### config.mk
export PLATFORM = sky130hd
export DESIGN_NAME = serial_framed_rgb_pwm_led_driver_top
export DESIGN_NICKNAME = d
export VERILOG_FILES = /design/src/design/sfrgbpwm_pkg.sv /design/src/design/serial_framed_rgb_pwm_led_driver_top.sv /design/src/design/sfrgbpwm_parser.sv /design/src/design/sfrgbpwm_pwm.sv
export SDC_FILE = /design/constraint.sdc
export NUM_CORES = 1
export LEC_CHECK = 0
export BUFFER_PORTS_ARGS = -buffer_cell sky130_fd_sc_hd__buf_2
export CORE_ASPECT_RATIO = 2
export CORE_MARGIN = 1.5
export CORE_UTILIZATION = 63
export DETAILED_ROUTE_END_ITERATION = 8
export GPL_TIMING_DRIVEN = 0
export PLACE_DENSITY = 0.81
export SLEW_MARGIN = 20
export SYNTH_ARGS = -nofsm -noshare
export SYNTH_HDL_FRONTEND = slang
export SYNTH_SLANG_ARGS = --single-unit
### constraint.sdc
create_clock -name clk -period 9.4 [get_ports clk]
set_input_delay 0.94 -clock clk [delete_from_list [all_inputs] [get_ports clk]]
set_output_delay 0.94 -clock clk [all_outputs]
set_load 0.01 [all_outputs]
### src/design/sfrgbpwm_pkg.sv
`timescale 1ns / 1ps
// ----------------------------------------------------------------------------
// Serial framed RGB PWM LED driver package
// Shared types, register indexes and constants for the LED driver.
// ----------------------------------------------------------------------------
package sfrgbpwm_pkg;

    localparam int LED_COUNT_DEFAULT = 12;
    localparam int COLORS_PER_LED    = 3;
    localparam int FIELD_W           = 36;
    localparam int CFG_INDEX_W       = 8;

    localparam logic OP_BYTE = 1'b0;
    localparam logic OP_TICK = 1'b1;

    localparam logic [7:0] PREAMBLE   = 8'd0;
    localparam logic [7:0] COLOR_SAT  = 8'd255;
    localparam int         EDGE_COUNT = 4;

    localparam logic [CFG_INDEX_W-1:0] CFG_BASE_TOP    = 8'd0;
    localparam logic [CFG_INDEX_W-1:0] CFG_BASE_BOTTOM = 8'd1;
    localparam logic [CFG_INDEX_W-1:0] CFG_BASE_LEFT   = 8'd2;
    localparam logic [CFG_INDEX_W-1:0] CFG_BASE_RIGHT  = 8'd3;

    localparam logic [7:0] BASE_TOP_RESET    = 8'd0;
    localparam logic [7:0] BASE_BOTTOM_RESET = 8'd7;
    localparam logic [7:0] BASE_LEFT_RESET   = 8'd12;
    localparam logic [7:0] BASE_RIGHT_RESET  = 8'd4;

    typedef logic [EDGE_COUNT-1:0][7:0] base_regs_t;

    typedef struct packed {
        logic       op;
        logic [7:0] rx_byte;
    } in_item_t;

    typedef struct packed {
        logic [FIELD_W-1:0] pin_levels;
        logic [FIELD_W-1:0] changed_mask;
        logic               frame_written;
        logic               frame_dropped;
    } out_item_t;

    typedef struct packed {
        logic       written;
        logic       dropped;
        logic [7:0] led;
        logic [7:0] red;
        logic [7:0] green;
        logic [7:0] blue;
    } frame_event_t;

    typedef enum logic [5:0] {
        PH_PREAMBLE = 6'b000001,
        PH_EDGE     = 6'b000010,
        PH_LED      = 6'b000100,
        PH_RED      = 6'b001000,
        PH_GREEN    = 6'b010000,
        PH_BLUE     = 6'b100000
    } parse_phase_t;

    function automatic logic [7:0] color_adjust(input logic [7:0] raw);
        return (raw == COLOR_SAT) ? raw : raw - 8'd1;
    endfunction

endpackage

### src/design/serial_framed_rgb_pwm_led_driver_top.sv
`timescale 1ns / 1ps
// ----------------------------------------------------------------------------
// Serial framed RGB PWM LED driver
// Accepts serial bytes and timer ticks, parses color frames into a duty store
// and drives three PWM channels per LED.
// ----------------------------------------------------------------------------
// Usage:
// The input channel carries one transaction per received byte (op = 0) or per
// timer tick (op = 1); it is taken when in_valid is high and in_stall is low.
// Every input transaction yields exactly one output transaction carrying the
// channel levels, the channels changed by a tick and the frame status flags.
// The result is registered: it appears on out_valid in the cycle after the input
// is taken, and one transaction per cycle is sustained while out_stall is low. The
// single result register is the only register on this path; the parser and all
// duty comparators finish within the cycle of acceptance.
// When the receiver raises out_stall while a result is waiting, in_stall is
// raised in the same cycle and the waiting result holds until it is taken.
// The configuration channel writes one base register per edge; cfg_ready is
// always high; the user must make writes only while idle; it is not enforced.
// Reset clears the duties, levels, tick counter and parser, and restores the
// base registers to their defaults; the block is ready at once after reset.
// ----------------------------------------------------------------------------
module serial_framed_rgb_pwm_led_driver_top
    import sfrgbpwm_pkg::*;
#(
    parameter int LED_COUNT = LED_COUNT_DEFAULT
)
(
    input  logic                   clk,
    input  logic                   rst_n,
    input  logic                   in_valid,
    output logic                   in_stall,
    input  in_item_t               in_data,
    output logic                   out_valid,
    input  logic                   out_stall,
    output out_item_t              out_data,
    input  logic                   cfg_valid,
    output logic                   cfg_ready,
    input  logic [CFG_INDEX_W-1:0] cfg_index,
    input  logic [7:0]             cfg_data
);

    localparam int CHANNELS = LED_COUNT * COLORS_PER_LED;

    base_regs_t          base_reg;
    logic                accept;
    logic                byte_en;
    logic                tick_en;
    frame_event_t        frame_event;
    logic [CHANNELS-1:0] level_after;
    logic [CHANNELS-1:0] changed;
    logic [FIELD_W-1:0]  pins_shown;
    logic [FIELD_W-1:0]  changed_shown;
    logic                out_valid_reg;
    out_item_t           out_data_reg;

    assign cfg_ready = 1'b1;

    always_ff @(posedge clk or negedge rst_n)
    begin
        if (!rst_n)
        begin
            base_reg[0] <= BASE_TOP_RESET;
            base_reg[1] <= BASE_BOTTOM_RESET;
            base_reg[2] <= BASE_LEFT_RESET;
            base_reg[3] <= BASE_RIGHT_RESET;
        end
        else if (cfg_valid && cfg_ready)
        begin
            unique case (cfg_index)
                CFG_BASE_TOP:    base_reg[0] <= cfg_data;
                CFG_BASE_BOTTOM: base_reg[1] <= cfg_data;
                CFG_BASE_LEFT:   base_reg[2] <= cfg_data;
                CFG_BASE_RIGHT:  base_reg[3] <= cfg_data;
                default:         base_reg <= base_reg;
            endcase
        end
    end

    assign in_stall = out_valid_reg && out_stall;
    assign accept   = in_valid && !in_stall;
    assign byte_en  = accept && (in_data.op == OP_BYTE);
    assign tick_en  = accept && (in_data.op == OP_TICK);

    sfrgbpwm_parser #(
        .LED_COUNT (LED_COUNT)
    ) u_parser (
        .clk         (clk),
        .rst_n       (rst_n),
        .byte_en     (byte_en),
        .rx_byte     (in_data.rx_byte),
        .base_regs   (base_reg),
        .frame_event (frame_event)
    );

    sfrgbpwm_pwm #(
        .LED_COUNT (LED_COUNT)
    ) u_pwm (
        .clk         (clk),
        .rst_n       (rst_n),
        .tick_en     (tick_en),
        .frame_event (frame_event),
        .level_after (level_after),
        .changed     (changed)
    );

    for (genvar b = 0; b < FIELD_W; b++)
    begin : g_shown
        if (b < CHANNELS)
        begin : g_live
            assign pins_shown[b]    = level_after[b];
            assign changed_shown[b] = changed[b];
        end
        else
        begin : g_pad
            assign pins_shown[b]    = 1'b0;
            assign changed_shown[b] = 1'b0;
        end
    end

    always_ff @(posedge clk or negedge rst_n)
    begin
        if (!rst_n)
        begin
            out_valid_reg <= 1'b0;
        end
        else if (accept)
        begin
            out_valid_reg <= 1'b1;
        end
        else if (!out_stall)
        begin
            out_valid_reg <= 1'b0;
        end
    end

    always_ff @(posedge clk)
    begin
        if (accept)
        begin
            out_data_reg.pin_levels    <= pins_shown;
            out_data_reg.changed_mask  <= changed_shown;
            out_data_reg.frame_written <= frame_event.written;
            out_data_reg.frame_dropped <= frame_event.dropped;
        end
    end

    assign out_valid = out_valid_reg;
    assign out_data  = out_data_reg;

endmodule

### src/design/sfrgbpwm_parser.sv
`timescale 1ns / 1ps
// ----------------------------------------------------------------------------
// Frame parser
// Waits for a zero preamble, collects edge, led and three color bytes, and
// reports a completed frame with its LED index and duties.
// ----------------------------------------------------------------------------
module sfrgbpwm_parser
    import sfrgbpwm_pkg::*;
#(
    parameter int LED_COUNT = LED_COUNT_DEFAULT
)
(
    input  logic         clk,
    input  logic         rst_n,
    input  logic         byte_en,
    input  logic [7:0]   rx_byte,
    input  base_regs_t   base_regs,
    output frame_event_t frame_event
);

    localparam logic [7:0] LED_LIMIT = 8'(LED_COUNT);

    parse_phase_t phase_reg;
    parse_phase_t phase_next;
    logic [7:0]   edge_reg;
    logic [7:0]   led_reg;
    logic [7:0]   red_reg;
    logic [7:0]   green_reg;
    logic [7:0]   led_index;
    logic         frame_done;

    always_comb
    begin
        phase_next = phase_reg;
        unique case (phase_reg)
            PH_PREAMBLE: phase_next = (rx_byte == PREAMBLE) ? PH_EDGE : PH_PREAMBLE;
            PH_EDGE:     phase_next = PH_LED;
            PH_LED:      phase_next = PH_RED;
            PH_RED:      phase_next = PH_GREEN;
            PH_GREEN:    phase_next = PH_BLUE;
            PH_BLUE:     phase_next = PH_PREAMBLE;
            default:     phase_next = PH_PREAMBLE;
        endcase
    end

    always_ff @(posedge clk or negedge rst_n)
    begin
        if (!rst_n)
        begin
            phase_reg <= PH_PREAMBLE;
        end
        else if (byte_en)
        begin
            phase_reg <= phase_next;
        end
    end

    always_ff @(posedge clk)
    begin
        if (byte_en)
        begin
            if (phase_reg == PH_EDGE)
            begin
                edge_reg <= rx_byte - 8'd1;
            end
            if (phase_reg == PH_LED)
            begin
                led_reg <= rx_byte - 8'd1;
            end
            if (phase_reg == PH_RED)
            begin
                red_reg <= color_adjust(rx_byte);
            end
            if (phase_reg == PH_GREEN)
            begin
                green_reg <= color_adjust(rx_byte);
            end
        end
    end

    always_comb
    begin
        if (edge_reg < 8'(EDGE_COUNT))
        begin
            led_index = base_regs[edge_reg[1:0]] + led_reg;
        end
        else
        begin
            led_index = 8'd0;
        end
    end

    assign frame_done = byte_en && (phase_reg == PH_BLUE);

    assign frame_event.written = frame_done && (led_index < LED_LIMIT);
    assign frame_event.dropped = frame_done && !(led_index < LED_LIMIT);
    assign frame_event.led     = led_index;
    assign frame_event.red     = red_reg;
    assign frame_event.green   = green_reg;
    assign frame_event.blue    = color_adjust(rx_byte);

endmodule

### src/design/sfrgbpwm_pwm.sv
`timescale 1ns / 1ps
// ----------------------------------------------------------------------------
// PWM channel bank
// Holds the duty of every channel, the tick counter and the channel levels,
// and compares all duties against the counter on each tick.
// ----------------------------------------------------------------------------
module sfrgbpwm_pwm
    import sfrgbpwm_pkg::*;
#(
    parameter int LED_COUNT = LED_COUNT_DEFAULT
)
(
    input  logic                               clk,
    input  logic                               rst_n,
    input  logic                               tick_en,
    input  frame_event_t                       frame_event,
    output logic [LED_COUNT*COLORS_PER_LED-1:0] level_after,
    output logic [LED_COUNT*COLORS_PER_LED-1:0] changed
);

    localparam int CHANNELS = LED_COUNT * COLORS_PER_LED;

    logic [7:0]          duty_reg [CHANNELS];
    logic [CHANNELS-1:0] level_reg;
    logic [CHANNELS-1:0] level_next;
    logic [7:0]          tick_reg;

    always_comb
    begin
        for (int ch = 0; ch < CHANNELS; ch++)
        begin
            level_next[ch] = (duty_reg[ch] <= tick_reg);
        end
    end

    assign level_after = tick_en ? level_next : level_reg;
    assign changed     = tick_en ? (level_next ^ level_reg) : '0;

    always_ff @(posedge clk or negedge rst_n)
    begin
        if (!rst_n)
        begin
            level_reg <= '0;
            tick_reg  <= 8'd0;
        end
        else if (tick_en)
        begin
            level_reg <= level_next;
            tick_reg  <= tick_reg + 8'd1;
        end
    end

    always_ff @(posedge clk or negedge rst_n)
    begin
        if (!rst_n)
        begin
            for (int ch = 0; ch < CHANNELS; ch++)
            begin
                duty_reg[ch] <= 8'd0;
            end
        end
        else
        begin
            for (int l = 0; l < LED_COUNT; l++)
            begin
                if (frame_event.written && (frame_event.led == 8'(l)))
                begin
                    duty_reg[COLORS_PER_LED*l]     <= frame_event.red;
                    duty_reg[COLORS_PER_LED*l + 1] <= frame_event.green;
                    duty_reg[COLORS_PER_LED*l + 2] <= frame_event.blue;
                end
            end
        end
    end

endmodule

== Yosys cells after proc, flatten, opt, wreduce, memory -nomap -nowiden ==
Index checks and enable logic that the tools add are counted.
Cells by class
  reductions and logical operators: 32
  magnitude comparators: 39
  equal/unequal tests: 22
  bitwise logic cells: 2
  add/sub/neg operators: 3
  muxes and demuxes: 9
Operators with widths (number)
  <= comparator 8 bit: 36
  two-way mux 36 bit: 1
  XOR 36 bit: 1
  == test 8 x 2 -> 1 bit, second input constant: 4
  == test 8 x 3 -> 1 bit, second input constant: 4
  == test 8 x 4 -> 1 bit, second input constant: 4
  case mux 6 bit (5 select lines): 1
  zero test 8 bit: 3
  two-way mux 8 bit: 3
  logical AND 1 bit: 19
  binary-select mux 8 bit (select 2 bit): 1
  == test 8 x 1 -> 1 bit, second input constant: 2
  AND reduction 2 bit: 8
  adder 8 x 1 -> 8 bit, second input constant: 1
  adder 8 bit: 1
  == test 8 bit, second input constant: 1
  < comparator 8 x 3 -> 1 bit, second input constant: 1
  < comparator 8 x 4 -> 1 bit, second input constant: 1
  subtractor 8 x 1 -> 8 bit, second input constant: 1
  == test 6 x 1 -> 1 bit, second input constant: 1
  == test 6 x 2 -> 1 bit, second input constant: 1
  == test 6 x 3 -> 1 bit, second input constant: 1
  == test 6 x 4 -> 1 bit, second input constant: 1
  == test 6 x 5 -> 1 bit, second input constant: 1
  other kinds (7): 9
Storage, ports and cells
  output and inout port bits: 77
  word-level logic and storage cells: 159
  bits of input ports: 30
  bits in registers: 477

== Logic depth before layout (Yosys ltp) ==
Gate-level depths: netlist of the first run.
  word-level depth: 7
  mapped depth: 12
  gate-level depth less buffers: 9

== Cells and area by module ==
A second synthesis of the first run with hierarchy kept.
Second synthesis, totals
  cell total of the unflattened synthesis: 1963
  area, all modules: 24967.7 µm²
Modules (own cells, without submodules)
  sfrgbpwm_pwm: sequential area each 8308.0 µm², instances 1, cells an instance 1650, area an instance 19318.5 µm²
  serial_framed_rgb_pwm_led_driver_top: sequential area each 3055.4 µm², instances 1, cells an instance 154, area an instance 3559.7 µm²
  sfrgbpwm_parser: sequential area each 1112.3 µm², instances 1, cells an instance 159, area an instance 2089.5 µm²

== Worst setup path after synthesis of the first run ==
No wires, ideal clock.
  path type: input to register
  from: input in_valid
  to: register u_pwm.duty_reg[144] (netlist bit)
  cell stages on the path: 8
  buffers on the path: 2
  slack: 483 ps
  library setup time: 125 ps
  arrival time: 8792 ps
  data required time: 9275 ps
  cells stage by stage: a21boi_0 -> and4b_1 -> buf_2 -> nand2_1 -> or3_1 -> nor4_4 -> buf_6 -> mux2_2
On the way
  word-level cells in the longest chain between the ends: 5
Ends and longest elaborated chain
  start: declaration: line serial_framed_rgb_pwm_led_driver_top.sv:31  | input logic in_valid,
  logical AND 1 bit: line serial_framed_rgb_pwm_led_driver_top.sv:81  | assign accept = in_valid && !in_stall;
  logical AND 1 bit: line serial_framed_rgb_pwm_led_driver_top.sv:82  | assign byte_en = accept && (in_data.op == OP_BYTE);
  logical AND 1 bit: line sfrgbpwm_parser.sv:93  | assign frame_done = byte_en && (phase_reg == PH_BLUE);
  logical AND 1 bit: line sfrgbpwm_parser.sv:95  | assign frame_event.written = frame_done && (led_index < LED_LIMIT);
  logical AND 1 bit: line sfrgbpwm_pwm.sv:66  | if (frame_event.written && (frame_event.led == 8'(l)))
  end signal: indexed assignment: line sfrgbpwm_pwm.sv:68  | duty_reg[COLORS_PER_LED*l] <= frame_event.red;
  end signal: indexed assignment: line sfrgbpwm_pwm.sv:69  | duty_reg[COLORS_PER_LED*l + 1] <= frame_event.green;
  end signal: indexed assignment: line sfrgbpwm_pwm.sv:70  | duty_reg[COLORS_PER_LED*l + 2] <= frame_event.blue;
  end: declaration: line sfrgbpwm_pwm.sv:23  | logic [7:0] duty_reg [CHANNELS];
Every way passes these cells.
A chain may end at the register's enable or synchronous reset.

== Final worst setup path of the first run ==
  from: register u_parser.edge_reg[0]
  to: register u_pwm.duty_reg[2] (netlist bit)
On the way
  word-level cells in the longest chain between the ends: 7
  elaborated cells on any way between the ends: 9
  those cells by class: add/sub: 1; order compare: 2; eq/ne: 1; mux: 3; reduce/logical: 2
Ends and longest elaborated chain
  start: declaration: line sfrgbpwm_parser.sv:25  | logic [7:0] edge_reg;
  start signal: assignment: line sfrgbpwm_parser.sv:64  | edge_reg <= rx_byte - 8'd1;
  binary-select mux 8 bit (select 2 bit): line sfrgbpwm_parser.sv:85  | led_index = base_regs[edge_reg[1:0]] + led_reg;
  two-way mux 8 bit (implied by the code): line sfrgbpwm_parser.sv:85
  adder 8 bit: line sfrgbpwm_parser.sv:85
  two-way mux 8 bit (*): line sfrgbpwm_parser.sv:83  | if (edge_reg < 8'(EDGE_COUNT))
  < comparator 8 x 4 -> 1 bit: line sfrgbpwm_parser.sv:95
  logical AND 1 bit: line sfrgbpwm_parser.sv:95
  logical AND 1 bit (*): line sfrgbpwm_pwm.sv:66
Mark *: on every way between the ends. The rest lies on a longest branch, timed or not. The select of a mux whose other input is x is not followed.

==> results of run 1 <==
## metal layers
layer | vias up | track usage | part of all wire
met4 | 2 | 0.233 | 0.076
li1 | 8075 | - | -
met2 | 651 | 0.579 | 0.52
met1 | 9307 | 0.340 | 0.36
met3 | 281 | 0.0430 | 0.045
met5 | - | 0 | 0.00019
## worst paths after layout
kind	endpoint	slack, ps	cells past startpoint
max in group asynchronous	u_parser.phase_reg[0]$_DFFE_PN1P_	7810	3
hold / removal	u_pwm.duty_reg[195]$_DFFE_PN0P_	370	1
setup reg to reg	u_pwm.duty_reg[2]$_DFFE_PN0P_	5030	11
setup / recovery	u_pwm.duty_reg[2]$_DFFE_PN0P_	5030	11
hold reg to reg	u_pwm.duty_reg[85]$_DFFE_PN0P_	490	1
min in group clk	u_pwm.duty_reg[85]$_DFFE_PN0P_	490	1
## per-stage QoR
step	TNS, ps	util	hold slack (ps)	setup WS, ps	cell area (sq um)
4_1_cts	0	0.716	383	5100	28900
5_1_grt	0	0.716	412	4910	28900
6_report	0	0.716	367	5030	28900
2_1_floorplan	0	-	458	483	25900
3_5_place_dp	0	0.678	480	4830	27300
3_3_place_gp	-1321180	0.671	472	-3400	27100
## cell type report
type / count / area, sq um
Sequential cell: 477 / 12500
Clock inverter: 25 / 357
Inverter: 58 / 235
Tap cell: 530 / 663
Buffer: 94 / 448
Timing Repair Buffer: 113 / 748
Clock buffer: 53 / 1200
Fill cell: 2743 / 11500
Multi-Input combinational cell: 1472 / 12800
## kinds of logic (layout without fill, tap and decap cells)
family,Yosys count,after routing
buffers and inverters,152,343
multiplexers,338,338
flip-flops,477,477
AO/OA/AOI/OAI,362,362
adder cells (fa/ha/maj),300,300
XOR/XNOR,26,26
AND/OR/NAND/NOR,445,445
other,1,1
## where the power goes
group | total, mW | switching [mW] | internal [mW]
Combinational | 1.13 | 0.687 | 0.439
Sequential | 2.26 | 0.0536 | 2.20
Clock | 1.94 | 0.789 | 1.15
## synthesized netlist by cell type, drive strengths merged, types with 2 or more instances
cell type	instances	area, sq um
o211ai	26	195
nand2	84	315
nor4b	4	65.1
dfstp	7	184
a31oi	4	25.0
o22a	4	35.0
mux2i	34	340
xor2	10	87.6
o21a	63	473
ha	299	3740
mux4	8	180
a21oi	66	330
mux2	296	3330
buf	33	218
nand3	31	168
nand3b	3	22.5
inv	58	218
a21o	70	526
o221ai	2	17.5
a211oi	4	35.0
and4	2	17.5
and4b	4	40.0
nor3	12	104
and3	82	513
dfrtp	364	9110
edfxtp	106	3180
nor2	52	195
xnor2	16	140
nand2b	39	244
o21ai	112	561
or3	3	23.8
nand4	71	450
nor2b	38	238
clkbuf	61	230
nor4	8	95.1
nor4bb	3	30.0
and2	2	12.5
## cell usage in the layout (no fill, tap or decap), types with 70 or more instances in the layout
master / n
sky130_fd_sc_hd__edfxtp_1: 106
sky130_fd_sc_hd__buf_2: 113
sky130_fd_sc_hd__mux2_2: 270
sky130_fd_sc_hd__nand2_1: 84
sky130_fd_sc_hd__o21ai_0: 109
sky130_fd_sc_hd__and3_1: 82
sky130_fd_sc_hd__dfrtp_1: 363
sky130_fd_sc_hd__nand4_1: 70
sky130_fd_sc_hd__ha_1: 299
sky130_fd_sc_hd__a21o_1: 70
==> metrics.txt, run 1 <==
# TYPE chip_impl_metric gauge
chip_impl_info{name="status",value="complete, no violations"} 1
chip_impl_metric{name="final-hold-violation-count",unit=""} 0
chip_impl_metric{name="maximum_fanout_count_along_the_critical_path",unit=""} 10
chip_impl_metric{name="totalPowerFinal",unit="mW"} 5.33
chip_impl_metric{name="layout-drive-gt1-share",unit=""} 0.229
chip_impl_metric{name="timing.critical_path.required",unit="ps"} 9840
chip_impl_metric{name="antenna-diode-count",unit=""} 0
chip_impl_metric{name="muxShareOfSynthArea",unit=""} 0.149
chip_impl_metric{name="min_period_over_period",unit=""} 0.465
chip_impl_metric{name="numPlacedInstances",unit=""} 2744
chip_impl_metric{name="grt_overflow",unit=""} 0
chip_impl_info{name="synth_flop_cell",value="sky130_fd_sc_hd__dfrtp_1"} 1
chip_impl_metric{name="timing.final.max_slew_violations",unit=""} 0
chip_impl_metric{name="p_leak",unit="nW"} 14.3
chip_impl_metric{name="detailedRoute.firstIterationViolations",unit=""} 1129
chip_impl_metric{name="max-vdd-ir-drop",unit="mV"} 0.166
chip_impl_metric{name="worstSkewPairLatency",unit="ps"} 570
chip_impl_metric{name="maximum_clock_path_buffer_count",unit=""} 3
chip_impl_metric{name="drt_total_wl",unit="um"} 67000
chip_impl_metric{name="synthesis.instances",unit=""} 2101
chip_impl_metric{name="synthesis.nets",unit=""} 2431
chip_impl_metric{name="io_pins",unit=""} 107
chip_impl_metric{name="ctsResizeCount",unit=""} 0
chip_impl_metric{name="ys_warn_count",unit=""} 0
chip_impl_metric{name="async_flop_share",unit=""} 0.778
chip_impl_info{name="cts_root_buf",value="sky130_fd_sc_hd__clkbuf_16"} 1
chip_impl_metric{name="timing.max_slew.rel_slack",unit=""} 0.308
chip_impl_info{name="clock_tree_from_tritoncts",value="built"} 1
chip_impl_metric{name="die_area",unit="sq um"} 42400
chip_impl_metric{name="fin_worst_skew",unit="ps"} 21.3
chip_impl_metric{name="yosys.area_share.adder",unit=""} 0.145
chip_impl_metric{name="ys_seq_area_frac",unit=""} 0.482
chip_impl_metric{name="post-cts-setup-buffers",unit=""} 0
chip_impl_metric{name="dieHeight",unit="um"} 290
chip_impl_metric{name="post_synth_num_cell_types",unit=""} 72
chip_impl_metric{name="largest_register_ff_count",unit=""} 288
chip_impl_metric{name="p_per_area",unit="nW/um^2"} 184
chip_impl_metric{name="synth_edf_count",unit=""} 106
chip_impl_metric{name="initial_utilization",unit=""} 0.642
chip_impl_metric{name="detail_route.vias_per_cell",unit=""} 6.49
chip_impl_metric{name="drt-pass1-iter-count",unit=""} 5
chip_impl_info{name="crit_path_start_kind",value="flip-flop"} 1
chip_impl_info{name="critical_r2r_launch",value="u_parser.edge_reg[0]$_DFFE_PP_"} 1
chip_impl_metric{name="synthXorXnorAreaFrac",unit=""} 0.00880
chip_impl_metric{name="path_clk_slew",unit="ps"} 70
chip_impl_metric{name="synth.avg_cell_area",unit="sq um"} 12.3
chip_impl_info{name="cp_cell_sequence",value="buf_6, mux4_2, ha_1, fa_1, a21o_1, a21oi_1, o211a_1, nand3_1, nor3_2, buf_2, mux2_2"} 1
chip_impl_metric{name="wire_per_inst",unit="um"} 23.7
chip_impl_metric{name="max_slew.worst_pin.slew",unit="ps"} 1040
chip_impl_metric{name="tritoncts.num_buffers",unit=""} 43
chip_impl_metric{name="post-route-min-period",unit="ps"} 4370
chip_impl_metric{name="finalNonFillerCells",unit=""} 2822
chip_impl_info{name="timing.critical_path.slowest_stage_cell",value="sky130_fd_sc_hd__nor3_2"} 1
chip_impl_metric{name="setup-violations-final",unit=""} 0
chip_impl_info{name="setup.worst_path.class",value="flip-flop to flip-flop"} 1
chip_impl_metric{name="grt_pass1_wl",unit="um"} 104000
chip_impl_metric{name="vias",unit=""} 18300
chip_impl_metric{name="holdBufCountCts",unit=""} 0
chip_impl_metric{name="final_antenna_net_count",unit=""} 0
chip_impl_metric{name="synth_compound_area_frac",unit=""} 0.0887
chip_impl_metric{name="fp.dieW",unit="um"} 146
chip_impl_metric{name="grt_pass1_vias",unit=""} 19500
chip_impl_metric{name="synthesis_to_layout_area_growth",unit="%"} 11.6
chip_impl_metric{name="grt_start_max_net_pins",unit=""} 83
chip_impl_metric{name="netlist_area",unit="sq um"} 25900
chip_impl_metric{name="clock_sinks",unit=""} 477
chip_impl_info{name="largest_family_of_logic_cells_by_synthesized_area",value="multiplexers"} 1
chip_impl_metric{name="max_stage_delay",unit="ps"} 760
chip_impl_metric{name="floorplan.rows",unit=""} 104
chip_impl_metric{name="count_of_max_cap_constraint_violations",unit=""} 0
chip_impl_metric{name="dp_hpwl",unit="um"} 45900
chip_impl_info{name="cpLargestDelayFamily",value="simple AND/OR/NAND/NOR gates"} 1
chip_impl_info{name="worst_setup_path_startpoint",value="u_parser.edge_reg[0]$_DFFE_PP_"} 1
chip_impl_metric{name="floorplan_core_area",unit="sq um"} 40300
chip_impl_metric{name="synthSimpleGateAreaFrac",unit=""} 0.100
chip_impl_metric{name="initial_antenna_violation_count",unit=""} 2
chip_impl_metric{name="drc_errors",unit=""} 0
chip_impl_metric{name="path_buf_inv",unit=""} 2
chip_impl_metric{name="gp_congestion",unit=""} 0.889
chip_impl_metric{name="cts_max_level",unit=""} 2
chip_impl_info{name="rsz_0062_raised_after_global_routing",value="no"} 1
chip_impl_metric{name="groute.usage.overall",unit=""} 0.319
chip_impl_metric{name="layout.nets",unit=""} 2589
chip_impl_info{name="min-delay-path-class",value="input port to asynchronous set/reset pin"} 1
chip_impl_metric{name="io_buffers",unit=""} 105
chip_impl_metric{name="ys_ff_latch",unit=""} 477
chip_impl_metric{name="achievable-frequency",unit="MHz"} 229
chip_impl_info{name="endpoint_kind",value="flip-flop"} 1
chip_impl_metric{name="cp_data_arrival_time",unit="ps"} 4810
Note: power is estimated with default switching activity, not from simulation.
==> run 2: changes to the inputs <==
- ABC_AREA: not set -> 1
- clock period: 9.4 -> 4.1 ns (I/O delays scaled with it)
==> run 2 against run 1 <==
Compared with the run above: final area rose by 0.12%; clock power increased by 110%; routed wire length up 16%; worst setup slack lost 4800 ps; power up 130%; synthesized cell count up 36%; highest routed layer unchanged.
==> metrics.txt, run 2 <==
# TYPE chip_impl_metric gauge
chip_impl_info{name="status",value="complete, no violations"} 1
chip_impl_metric{name="ys_ff_latch",unit=""} 477
chip_impl_metric{name="ys_warn_count",unit=""} 0
chip_impl_metric{name="worstSkewPairLatency",unit="ps"} 570
chip_impl_metric{name="synthesis.nets",unit=""} 3192
chip_impl_info{name="critical_path.endpoint",value="u_pwm.duty_reg[158]$_DFFE_PN0P_"} 1
chip_impl_metric{name="synthesis_to_layout_area_growth",unit="%"} 11.4
chip_impl_metric{name="maximum_clock_path_buffer_count",unit=""} 3
chip_impl_info{name="setup.worst_path.class",value="flip-flop to flip-flop"} 1
chip_impl_metric{name="synthesis.instances",unit=""} 2862
chip_impl_metric{name="cp_data_arrival_time",unit="ps"} 4350
chip_impl_metric{name="timing.critical_path.required",unit="ps"} 4600
chip_impl_metric{name="io_pins",unit=""} 107
chip_impl_metric{name="initial_utilization",unit=""} 0.635
chip_impl_info{name="yosys.area.top_type",value="sky130_fd_sc_hd__dfrtp_1"} 1
chip_impl_info{name="critical_r2r_launch",value="u_parser.edge_reg[0]$_DFFE_PP_"} 1
chip_impl_metric{name="design_area",unit="sq um"} 28900
chip_impl_info{name="final_common_cell",value="sky130_fd_sc_hd__nand2_1"} 1
chip_impl_metric{name="drt-pass1-iter-count",unit=""} 7
chip_impl_info{name="yosys.cell_count.top_type",value="sky130_fd_sc_hd__nand2_1"} 1
chip_impl_info{name="synth_commonest_cells",value="880 x sky130_fd_sc_hd__nand2_1, 364 x sky130_fd_sc_hd__dfrtp_1, 299 x sky130_fd_sc_hd__ha_1, 184 x sky130_fd_sc_hd__a21oi_1, 171 x sky130_fd_sc_hd__inv_1"} 1
chip_impl_metric{name="reg2reg_slack",unit="ps"} 250
chip_impl_metric{name="rr_worst_depth",unit=""} 19
chip_impl_metric{name="groute.usage.overall",unit=""} 0.371
chip_impl_info{name="endpoint_kind",value="flip-flop"} 1
chip_impl_metric{name="whs_path_depth",unit=""} 3
chip_impl_metric{name="tritoncts.num_buffers",unit=""} 43
chip_impl_metric{name="p_leak",unit="nW"} 14.9
chip_impl_info{name="min-delay-start",value="out_stall"} 1
chip_impl_metric{name="timing.max_slew.rel_slack",unit=""} 0.125
chip_impl_metric{name="grt_start_max_net_pins",unit=""} 98
chip_impl_metric{name="detailedRoute.firstIterationViolations",unit=""} 1849
chip_impl_metric{name="io_buffers",unit=""} 105
chip_impl_metric{name="detail_route.vias_per_cell",unit=""} 6.22
chip_impl_metric{name="maximum_fanout_count_along_the_critical_path",unit=""} 10
chip_impl_metric{name="floorplan_core_area",unit="sq um"} 40900
chip_impl_metric{name="max-vdd-ir-drop",unit="mV"} 0.377
chip_impl_metric{name="timing.final.max_slew_violations",unit=""} 0
chip_impl_metric{name="finalHoldWorstSlack",unit="ps"} 90.7
chip_impl_metric{name="dieHeight",unit="um"} 290
chip_impl_info{name="synth.top_cells.by_area",value="sky130_fd_sc_hd__dfrtp_1 35%, sky130_fd_sc_hd__ha_1 14%, sky130_fd_sc_hd__nand2_1 13%, sky130_fd_sc_hd__edfxtp_1 12%, sky130_fd_sc_hd__nand4_1 3.7%"} 1
chip_impl_metric{name="ys_seq_area_frac",unit=""} 0.481
chip_impl_metric{name="fin_setup_tns",unit="ps"} 0
chip_impl_metric{name="num-fill-cells",unit=""} 3123
chip_impl_info{name="cts_root_buf",value="sky130_fd_sc_hd__clkbuf_16"} 1
chip_impl_info{name="worst_setup_path_startpoint",value="u_parser.edge_reg[0]$_DFFE_PP_"} 1
chip_impl_metric{name="die_area",unit="sq um"} 42500
chip_impl_metric{name="fp.dieW",unit="um"} 147
chip_impl_metric{name="numPlacedInstances",unit=""} 3514
chip_impl_info{name="rsz_0062_raised_after_global_routing",value="no"} 1
chip_impl_metric{name="clock_sinks",unit=""} 477
chip_impl_metric{name="gp_congestion",unit=""} 0.929
chip_impl_metric{name="vias",unit=""} 22400
chip_impl_metric{name="totalPowerFinal",unit="mW"} 12.4
chip_impl_metric{name="path_clk_slew",unit="ps"} 70
chip_impl_metric{name="grt_pass1_wl",unit="um"} 121000
chip_impl_metric{name="drc_errors",unit=""} 0
chip_impl_metric{name="synth_edf_count",unit=""} 106
chip_impl_metric{name="max_slew.worst_pin.slew",unit="ps"} 1310
chip_impl_metric{name="grt_overflow",unit=""} 0
chip_impl_metric{name="largest_register_ff_count",unit=""} 288
chip_impl_metric{name="achievable-frequency",unit="MHz"} 260
chip_impl_info{name="crit_path_start_kind",value="flip-flop"} 1
chip_impl_metric{name="async_flop_share",unit=""} 0.778
chip_impl_metric{name="layout.nets",unit=""} 3357
chip_impl_metric{name="finalNonFillerCells",unit=""} 3596
chip_impl_metric{name="cts_max_level",unit=""} 2
chip_impl_metric{name="final-hold-violation-count",unit=""} 0
chip_impl_info{name="min-delay-path-class",value="input port to flip-flop"} 1
chip_impl_metric{name="final_antenna_net_count",unit=""} 0
chip_impl_metric{name="setup-violations-final",unit=""} 0
chip_impl_metric{name="post-synth-top-area-fraction",unit=""} 0.351
chip_impl_metric{name="count_of_max_cap_constraint_violations",unit=""} 0
chip_impl_metric{name="detailed_place.area",unit="sq um"} 27500
chip_impl_metric{name="wire_per_inst",unit="um"} 21.7
chip_impl_metric{name="p_per_area",unit="nW/um^2"} 428
chip_impl_metric{name="floorplan.rows",unit=""} 105
chip_impl_metric{name="dp_hpwl",unit="um"} 52300
chip_impl_info{name="mostFrequentLayoutCells",value="880 x sky130_fd_sc_hd__nand2_1, 363 x sky130_fd_sc_hd__dfrtp_1, 299 x sky130_fd_sc_hd__ha_1"} 1
chip_impl_info{name="clock_tree_from_tritoncts",value="built"} 1
chip_impl_metric{name="netlist_area",unit="sq um"} 26000
chip_impl_metric{name="initial_antenna_violation_count",unit=""} 1
chip_impl_metric{name="min_period_over_period",unit=""} 0.939
chip_impl_metric{name="drt_total_wl",unit="um"} 78000
chip_impl_metric{name="post-route-min-period",unit="ps"} 3850
chip_impl_metric{name="fin_worst_skew",unit="ps"} 24.0
chip_impl_metric{name="layout-drive-gt1-share",unit=""} 0.0971
chip_impl_info{name="critical_r2r_capture",value="u_pwm.duty_reg[158]$_DFFE_PN0P_"} 1
chip_impl_metric{name="post_synth_num_cell_types",unit=""} 36
chip_impl_info{name="synth_flop_cell",value="sky130_fd_sc_hd__dfrtp_1"} 1
chip_impl_metric{name="grt_pass1_vias",unit=""} 22900
chip_impl_metric{name="synth.avg_cell_area",unit="sq um"} 9.07
run 2: timing repair:
action,in CTS,in global routing
hold buffers,1,0
buffers inserted,0,2
endpoints found under the hold margin,84,0
endpoints found under the setup margin,4,225
pin swaps,0,1
gates resized for setup,1,9
run 2: kinds of logic after synthesis:
kind of cell	share of synthesized area
fa+ha+maj	0.145
other cells	0.000145
simple gates	0.224
xor+xnor	0.00641
compound gates	0.0912
buf+inv	0.0521
flops	0.481
run 2: worst min path at each step:
stage,endpoint,slack [ps]
3_3_place_gp,base_reg[16]$_DFFE_PN0P_,460
3_5_place_dp,u_pwm.level_reg[32]$_DFF_PN0_,460
2_1_floorplan,base_reg[0]$_DFFE_PN0P_,110
4_1_cts,out_valid$_DFFE_PN0P_,80
5_1_grt,out_valid$_DFFE_PN0P_,120
6_report,out_valid$_DFFE_PN0P_,90
run 2: final cells by class:
class	count	area, sq um	share of cell area
clock buffers	71	1340	0.0462
diodes	1	2.50	0.0000865
clock inverters	7	60.1	0.00208
well taps	535	669	0.0231
inverters	174	668	0.0231
plain buffers	141	716	0.0247
repair buffers	120	828	0.0286
flip-flops and latches	477	12500	0.432
multi-input cells	2070	12200	0.420
run 2: where the power goes:
| part | internal, mW | switching (mW) | leakage, nW |
|---|---|---|---|
| clock network | 2.29 | 1.84 | 0.685 |
| logic | 0.941 | 2.06 | 8.15 |
| registers | 5.08 | 0.147 | 6.03 |
run 2: metal layers:
metal	wire (um)	part of all wire	vias to the layer above	track usage
met2	37800	0.49	1076	0.627
met1	26200	0.34	10700	0.394
li1	-	-	10200	-
met3	6170	0.079	450	0.0717
met5	19	0.00024	-	0
met4	7730	0.099	2	0.319
run 2: worst max-delay path, cell delays in order, from the launching register on:
cell and delay [ps]:
sky130_fd_sc_hd__edfxtp_1 320, sky130_fd_sc_hd__buf_2 180, sky130_fd_sc_hd__inv_2 90, sky130_fd_sc_hd__clkbuf_2 200, sky130_fd_sc_hd__nor2_1 110, sky130_fd_sc_hd__o22ai_1 110
sky130_fd_sc_hd__ha_1 230, sky130_fd_sc_hd__fa_1 440, sky130_fd_sc_hd__nand3_1 110, sky130_fd_sc_hd__nand2_1 80, sky130_fd_sc_hd__or2_2 270, sky130_fd_sc_hd__nand3_1 80
sky130_fd_sc_hd__nand2_1 90, sky130_fd_sc_hd__inv_1 120, sky130_fd_sc_hd__nand4_1 160, sky130_fd_sc_hd__nor2_4 340, sky130_fd_sc_hd__buf_2 330, sky130_fd_sc_hd__buf_2 300
sky130_fd_sc_hd__nand3_1 100, sky130_fd_sc_hd__nand2_1 120
run 2: metrics by stage:
step | util | setup slack (ps)
global placement | 0.665 | -4640
floorplan | - | 732
global route | 0.708 | 50.9
detailed placement | 0.672 | 8.05
finish | 0.708 | 251
CTS | 0.707 | 11.5
==> run 3: changes to the inputs <==
- CORE_UTILIZATION: 63 -> 57
- CTS_BUF_LIST: not set -> sky130_fd_sc_hd__clkbuf_16
- PLACE_DENSITY: 0.81 -> 0.77
- clock period: 4.1 -> 3.1 ns (I/O delays scaled with it)
==> run 3 against run 2 <==
Compared with the run above: core utilization is 0.28 points higher; hold slack got worse by 81 ps; the run now ends with setup timing left; maximum frequency rose by 18%; sequential power is 33% higher; die area up 10%; worst setup slack lost 410 ps; clock skew decreased by 7.9 ps; non-clock buffer count rose by 86; sequential share of layout area decreased by 4.1 points; combinational power rose by 37%; global-route usage down 3.0 points.
==> metrics.txt, run 3 (synthesis results as in run 2) <==
# TYPE chip_impl_metric gauge
chip_impl_info{name="status",value="complete, but fails checks"} 1
chip_impl_info{name="failed_checks",value="setup timing"} 1
chip_impl_metric{name="whs_path_depth",unit=""} 3
chip_impl_info{name="highest-signal-layer",value="met4"} 1
chip_impl_metric{name="detailedRoute.firstIterationViolations",unit=""} 1885
chip_impl_metric{name="dp_hpwl",unit="um"} 53800
chip_impl_metric{name="drt_total_wl",unit="um"} 85200
chip_impl_metric{name="floorplan_core_area",unit="sq um"} 45000
chip_impl_metric{name="grt_pass1_wl",unit="um"} 123000
chip_impl_metric{name="met1Wirelength",unit="um"} 27600
chip_impl_metric{name="maximum_clock_path_buffer_count",unit=""} 3
chip_impl_metric{name="p_leak",unit="nW"} 15.8
chip_impl_metric{name="floorplan.rows",unit=""} 110
chip_impl_metric{name="groute.usage.overall",unit=""} 0.341
chip_impl_metric{name="count_of_max_cap_constraint_violations",unit=""} 0
chip_impl_metric{name="layout.nets",unit=""} 3444
chip_impl_metric{name="clock_sinks",unit=""} 477
chip_impl_metric{name="maximum_fanout_count_along_the_critical_path",unit=""} 8
chip_impl_metric{name="die_area",unit="sq um"} 46900
chip_impl_metric{name="largest_register_ff_count",unit=""} 288
chip_impl_metric{name="grt_overflow",unit=""} 0
chip_impl_metric{name="fin_worst_skew",unit="ps"} 16.1
chip_impl_info{name="crit_path_start_kind",value="flip-flop"} 1
chip_impl_info{name="setup.worst_path.class",value="flip-flop to flip-flop"} 1
chip_impl_info{name="rsz_0062_raised_after_global_routing",value="yes"} 1
chip_impl_info{name="critical_r2r_launch",value="u_parser.edge_reg[1]$_DFFE_PP_"} 1
chip_impl_metric{name="initial_antenna_violation_count",unit=""} 0
chip_impl_metric{name="rr_worst_depth",unit=""} 18
chip_impl_metric{name="timing.critical_path.required",unit="ps"} 3610
chip_impl_metric{name="timing.final.max_slew_violations",unit=""} 0
chip_impl_metric{name="path_clk_slew",unit="ps"} 70
chip_impl_info{name="clock_tree_from_tritoncts",value="built"} 1
chip_impl_metric{name="timing.max_slew.rel_slack",unit=""} 0.104
chip_impl_metric{name="p_per_area",unit="nW/um^2"} 520
chip_impl_metric{name="worstSkewPairLatency",unit="ps"} 580
chip_impl_metric{name="finalHoldWorstSlack",unit="ps"} 9.31
chip_impl_info{name="worstHoldEndpoint",value="out_valid$_DFFE_PN0P_"} 1
chip_impl_metric{name="max-vdd-ir-drop",unit="mV"} 0.540
chip_impl_metric{name="synthesis_to_layout_area_growth",unit="%"} 23.2
chip_impl_info{name="min-delay-path-class",value="input port to flip-flop"} 1
chip_impl_metric{name="post-route-min-period",unit="ps"} 3260
chip_impl_metric{name="layout-drive-gt1-share",unit=""} 0.220
chip_impl_metric{name="tritoncts.num_buffers",unit=""} 44
chip_impl_metric{name="io_pins",unit=""} 107
chip_impl_metric{name="final-hold-violation-count",unit=""} 0
chip_impl_metric{name="totalPowerFinal",unit="mW"} 16.6
chip_impl_metric{name="final_antenna_net_count",unit=""} 0
chip_impl_info{name="min-delay-start",value="out_stall"} 1
chip_impl_info{name="critical_r2r_capture",value="u_pwm.duty_reg[223]$_DFFE_PN0P_"} 1
chip_impl_metric{name="num-fill-cells",unit=""} 3108
chip_impl_info{name="cts_root_buf",value="sky130_fd_sc_hd__clkbuf_16"} 1
chip_impl_metric{name="achievable-frequency",unit="MHz"} 306
chip_impl_metric{name="grt_pass1_vias",unit=""} 23200
chip_impl_metric{name="fp.dieW",unit="um"} 154
chip_impl_metric{name="reg2reg_slack",unit="ps"} -160
chip_impl_metric{name="drc_errors",unit=""} 0
chip_impl_metric{name="numPlacedInstances",unit=""} 3539
chip_impl_metric{name="routed-wl-met3",unit="um"} 6200
chip_impl_info{name="endpoint_kind",value="flip-flop"} 1
chip_impl_metric{name="cts_max_level",unit=""} 2
chip_impl_metric{name="timing.final.ws_setup",unit="ps"} -164
chip_impl_metric{name="min_period_over_period",unit=""} 1.05
chip_impl_metric{name="max_slew.worst_pin.slew",unit="ps"} 1340
chip_impl_info{name="mostFrequentLayoutCells",value="753 x sky130_fd_sc_hd__nand2_1, 363 x sky130_fd_sc_hd__dfrtp_1, 294 x sky130_fd_sc_hd__ha_1"} 1
chip_impl_info{name="final_common_cell",value="sky130_fd_sc_hd__nand2_1"} 1
chip_impl_metric{name="vias",unit=""} 23400
chip_impl_metric{name="io_buffers",unit=""} 105
chip_impl_metric{name="met2_length",unit="um"} 41800
chip_impl_metric{name="setup-violations-final",unit=""} 268
chip_impl_metric{name="wire_per_inst",unit="um"} 23.0
chip_impl_metric{name="dieHeight",unit="um"} 305
chip_impl_metric{name="finalCoreUtilization",unit=""} 0.711
chip_impl_metric{name="grt_start_max_net_pins",unit=""} 98
chip_impl_metric{name="detail_route.vias_per_cell",unit=""} 6.32
chip_impl_metric{name="gp_congestion",unit=""} 0.941
chip_impl_metric{name="cp_data_arrival_time",unit="ps"} 3770
chip_impl_metric{name="antenna-diode-count",unit=""} 0
chip_impl_metric{name="drt-pass1-iter-count",unit=""} 6
chip_impl_metric{name="finalNonFillerCells",unit=""} 3708
chip_impl_metric{name="initial_utilization",unit=""} 0.577
==> run 3: changes by cell type in the layout (fill, tap and decap cells not counted), moves of 23 or more <==
| cell | previous run | this run |
|---|---|---|
| sky130_fd_sc_hd__nand2_1 | 880 | 753 |
| sky130_fd_sc_hd__nand2_2 | 2 | 121 |
| sky130_fd_sc_hd__buf_2 | 145 | 104 |
| sky130_fd_sc_hd__buf_8 | 1 | 24 |
| sky130_fd_sc_hd__buf_4 | 9 | 49 |
| sky130_fd_sc_hd__buf_6 | 13 | 67 |
| sky130_fd_sc_hd__nor2_1 | 87 | 64 |
| sky130_fd_sc_hd__clkbuf_1 | 84 | 27 |
| sky130_fd_sc_hd__nand3_1 | 165 | 69 |
| sky130_fd_sc_hd__nand3_2 | 0 | 90 |
==> run 3: layout make-up <==
class | count | area (sq um) | share of cell area
inverter | 174 | 678 | 0.0212
multi-input combinational | 2070 | 13400 | 0.419
buffer | 140 | 1300 | 0.0405
clock inverter | 33 | 254 | 0.00794
timing repair buffer | 207 | 1990 | 0.0624
tap | 560 | 701 | 0.0219
clock buffer | 47 | 1180 | 0.0368
sequential | 477 | 12500 | 0.390
==> run 3: worst max path at each step <==
stage                                        start                         endpoint  slack (ps)  cells after the start
floorplan                    out_valid$_DFFE_PN0P_  u_pwm.duty_reg[100]$_DFFE_PN0P_        -270                      9
global placement                             rst_n  u_pwm.duty_reg[122]$_DFFE_PN0P_       -5580                      1
detailed placement  u_parser.edge_reg[0]$_DFFE_PP_  u_pwm.duty_reg[133]$_DFFE_PN0P_       -1040                     19
CTS                 u_parser.edge_reg[0]$_DFFE_PP_   u_pwm.duty_reg[13]$_DFFE_PN0P_         -30                     18
global route        u_parser.edge_reg[1]$_DFFE_PP_   u_pwm.duty_reg[30]$_DFFE_PN0P_        -220                     14
finish              u_parser.edge_reg[1]$_DFFE_PP_  u_pwm.duty_reg[223]$_DFFE_PN0P_        -160                     18
==> run 3: through the flow <==
| step | setup slack, ps | TNS (ps) | area [sq um] |
|---|---|---|---|
| 2_1_floorplan | -267 | -52380 | 26100 |
| 3_3_place_gp | -5580 | -2509000 | 27400 |
| 3_5_place_dp | -1040 | -224350 | 27700 |
| 4_1_cts | -29.5 | -526 | 30100 |
| 5_1_grt | -220 | -38530 | 32000 |
| 6_report | -164 | -19460 | 32000 |
==> run 3: timing repair <==
action / in CTS / in global routing
hold endpoints to repair: 41 / 0
cloned: 9 / 25
gates resized for setup: 200 / 342
setup buffers: 26 / 29
hold buffers: 2 / 0
pin swaps: 24 / 145
setup endpoints to repair: 298 / 288
==> run 3: critical path, stage by stage, from the launching register on <==
cell and delay [ps]:
sky130_fd_sc_hd__edfxtp_1 550, sky130_fd_sc_hd__inv_2 160, sky130_fd_sc_hd__o21ai_2 100, sky130_fd_sc_hd__o22ai_2 100, sky130_fd_sc_hd__ha_2 190, sky130_fd_sc_hd__fa_2 390
sky130_fd_sc_hd__nand3_2 110, sky130_fd_sc_hd__nand2_2 60, sky130_fd_sc_hd__or2_4 220, sky130_fd_sc_hd__nand3_2 70, sky130_fd_sc_hd__nand2_2 80, sky130_fd_sc_hd__inv_2 90
sky130_fd_sc_hd__nand4_1 180, sky130_fd_sc_hd__nor2_4 180, sky130_fd_sc_hd__buf_12 170, sky130_fd_sc_hd__buf_12 170, sky130_fd_sc_hd__clkbuf_16 160, sky130_fd_sc_hd__nand3_1 90
sky130_fd_sc_hd__nand2_1 120
==> run 3: per-layer routing <==
metal  up-vias  global-route usage
li1      10400                   -
met1     11400               0.352
met2      1178               0.592
met3       550              0.0540
met4         0               0.302
met5         -                   0
==> run 3: report_power, final <==
group | internal, mW | leakage (nW) | total (mW) | switching (mW)
registers | 6.72 | 6.03 | 6.94 | 0.215
logic | 1.31 | 9.05 | 4.12 | 2.81
clock network | 3.07 | 0.731 | 5.58 | 2.51
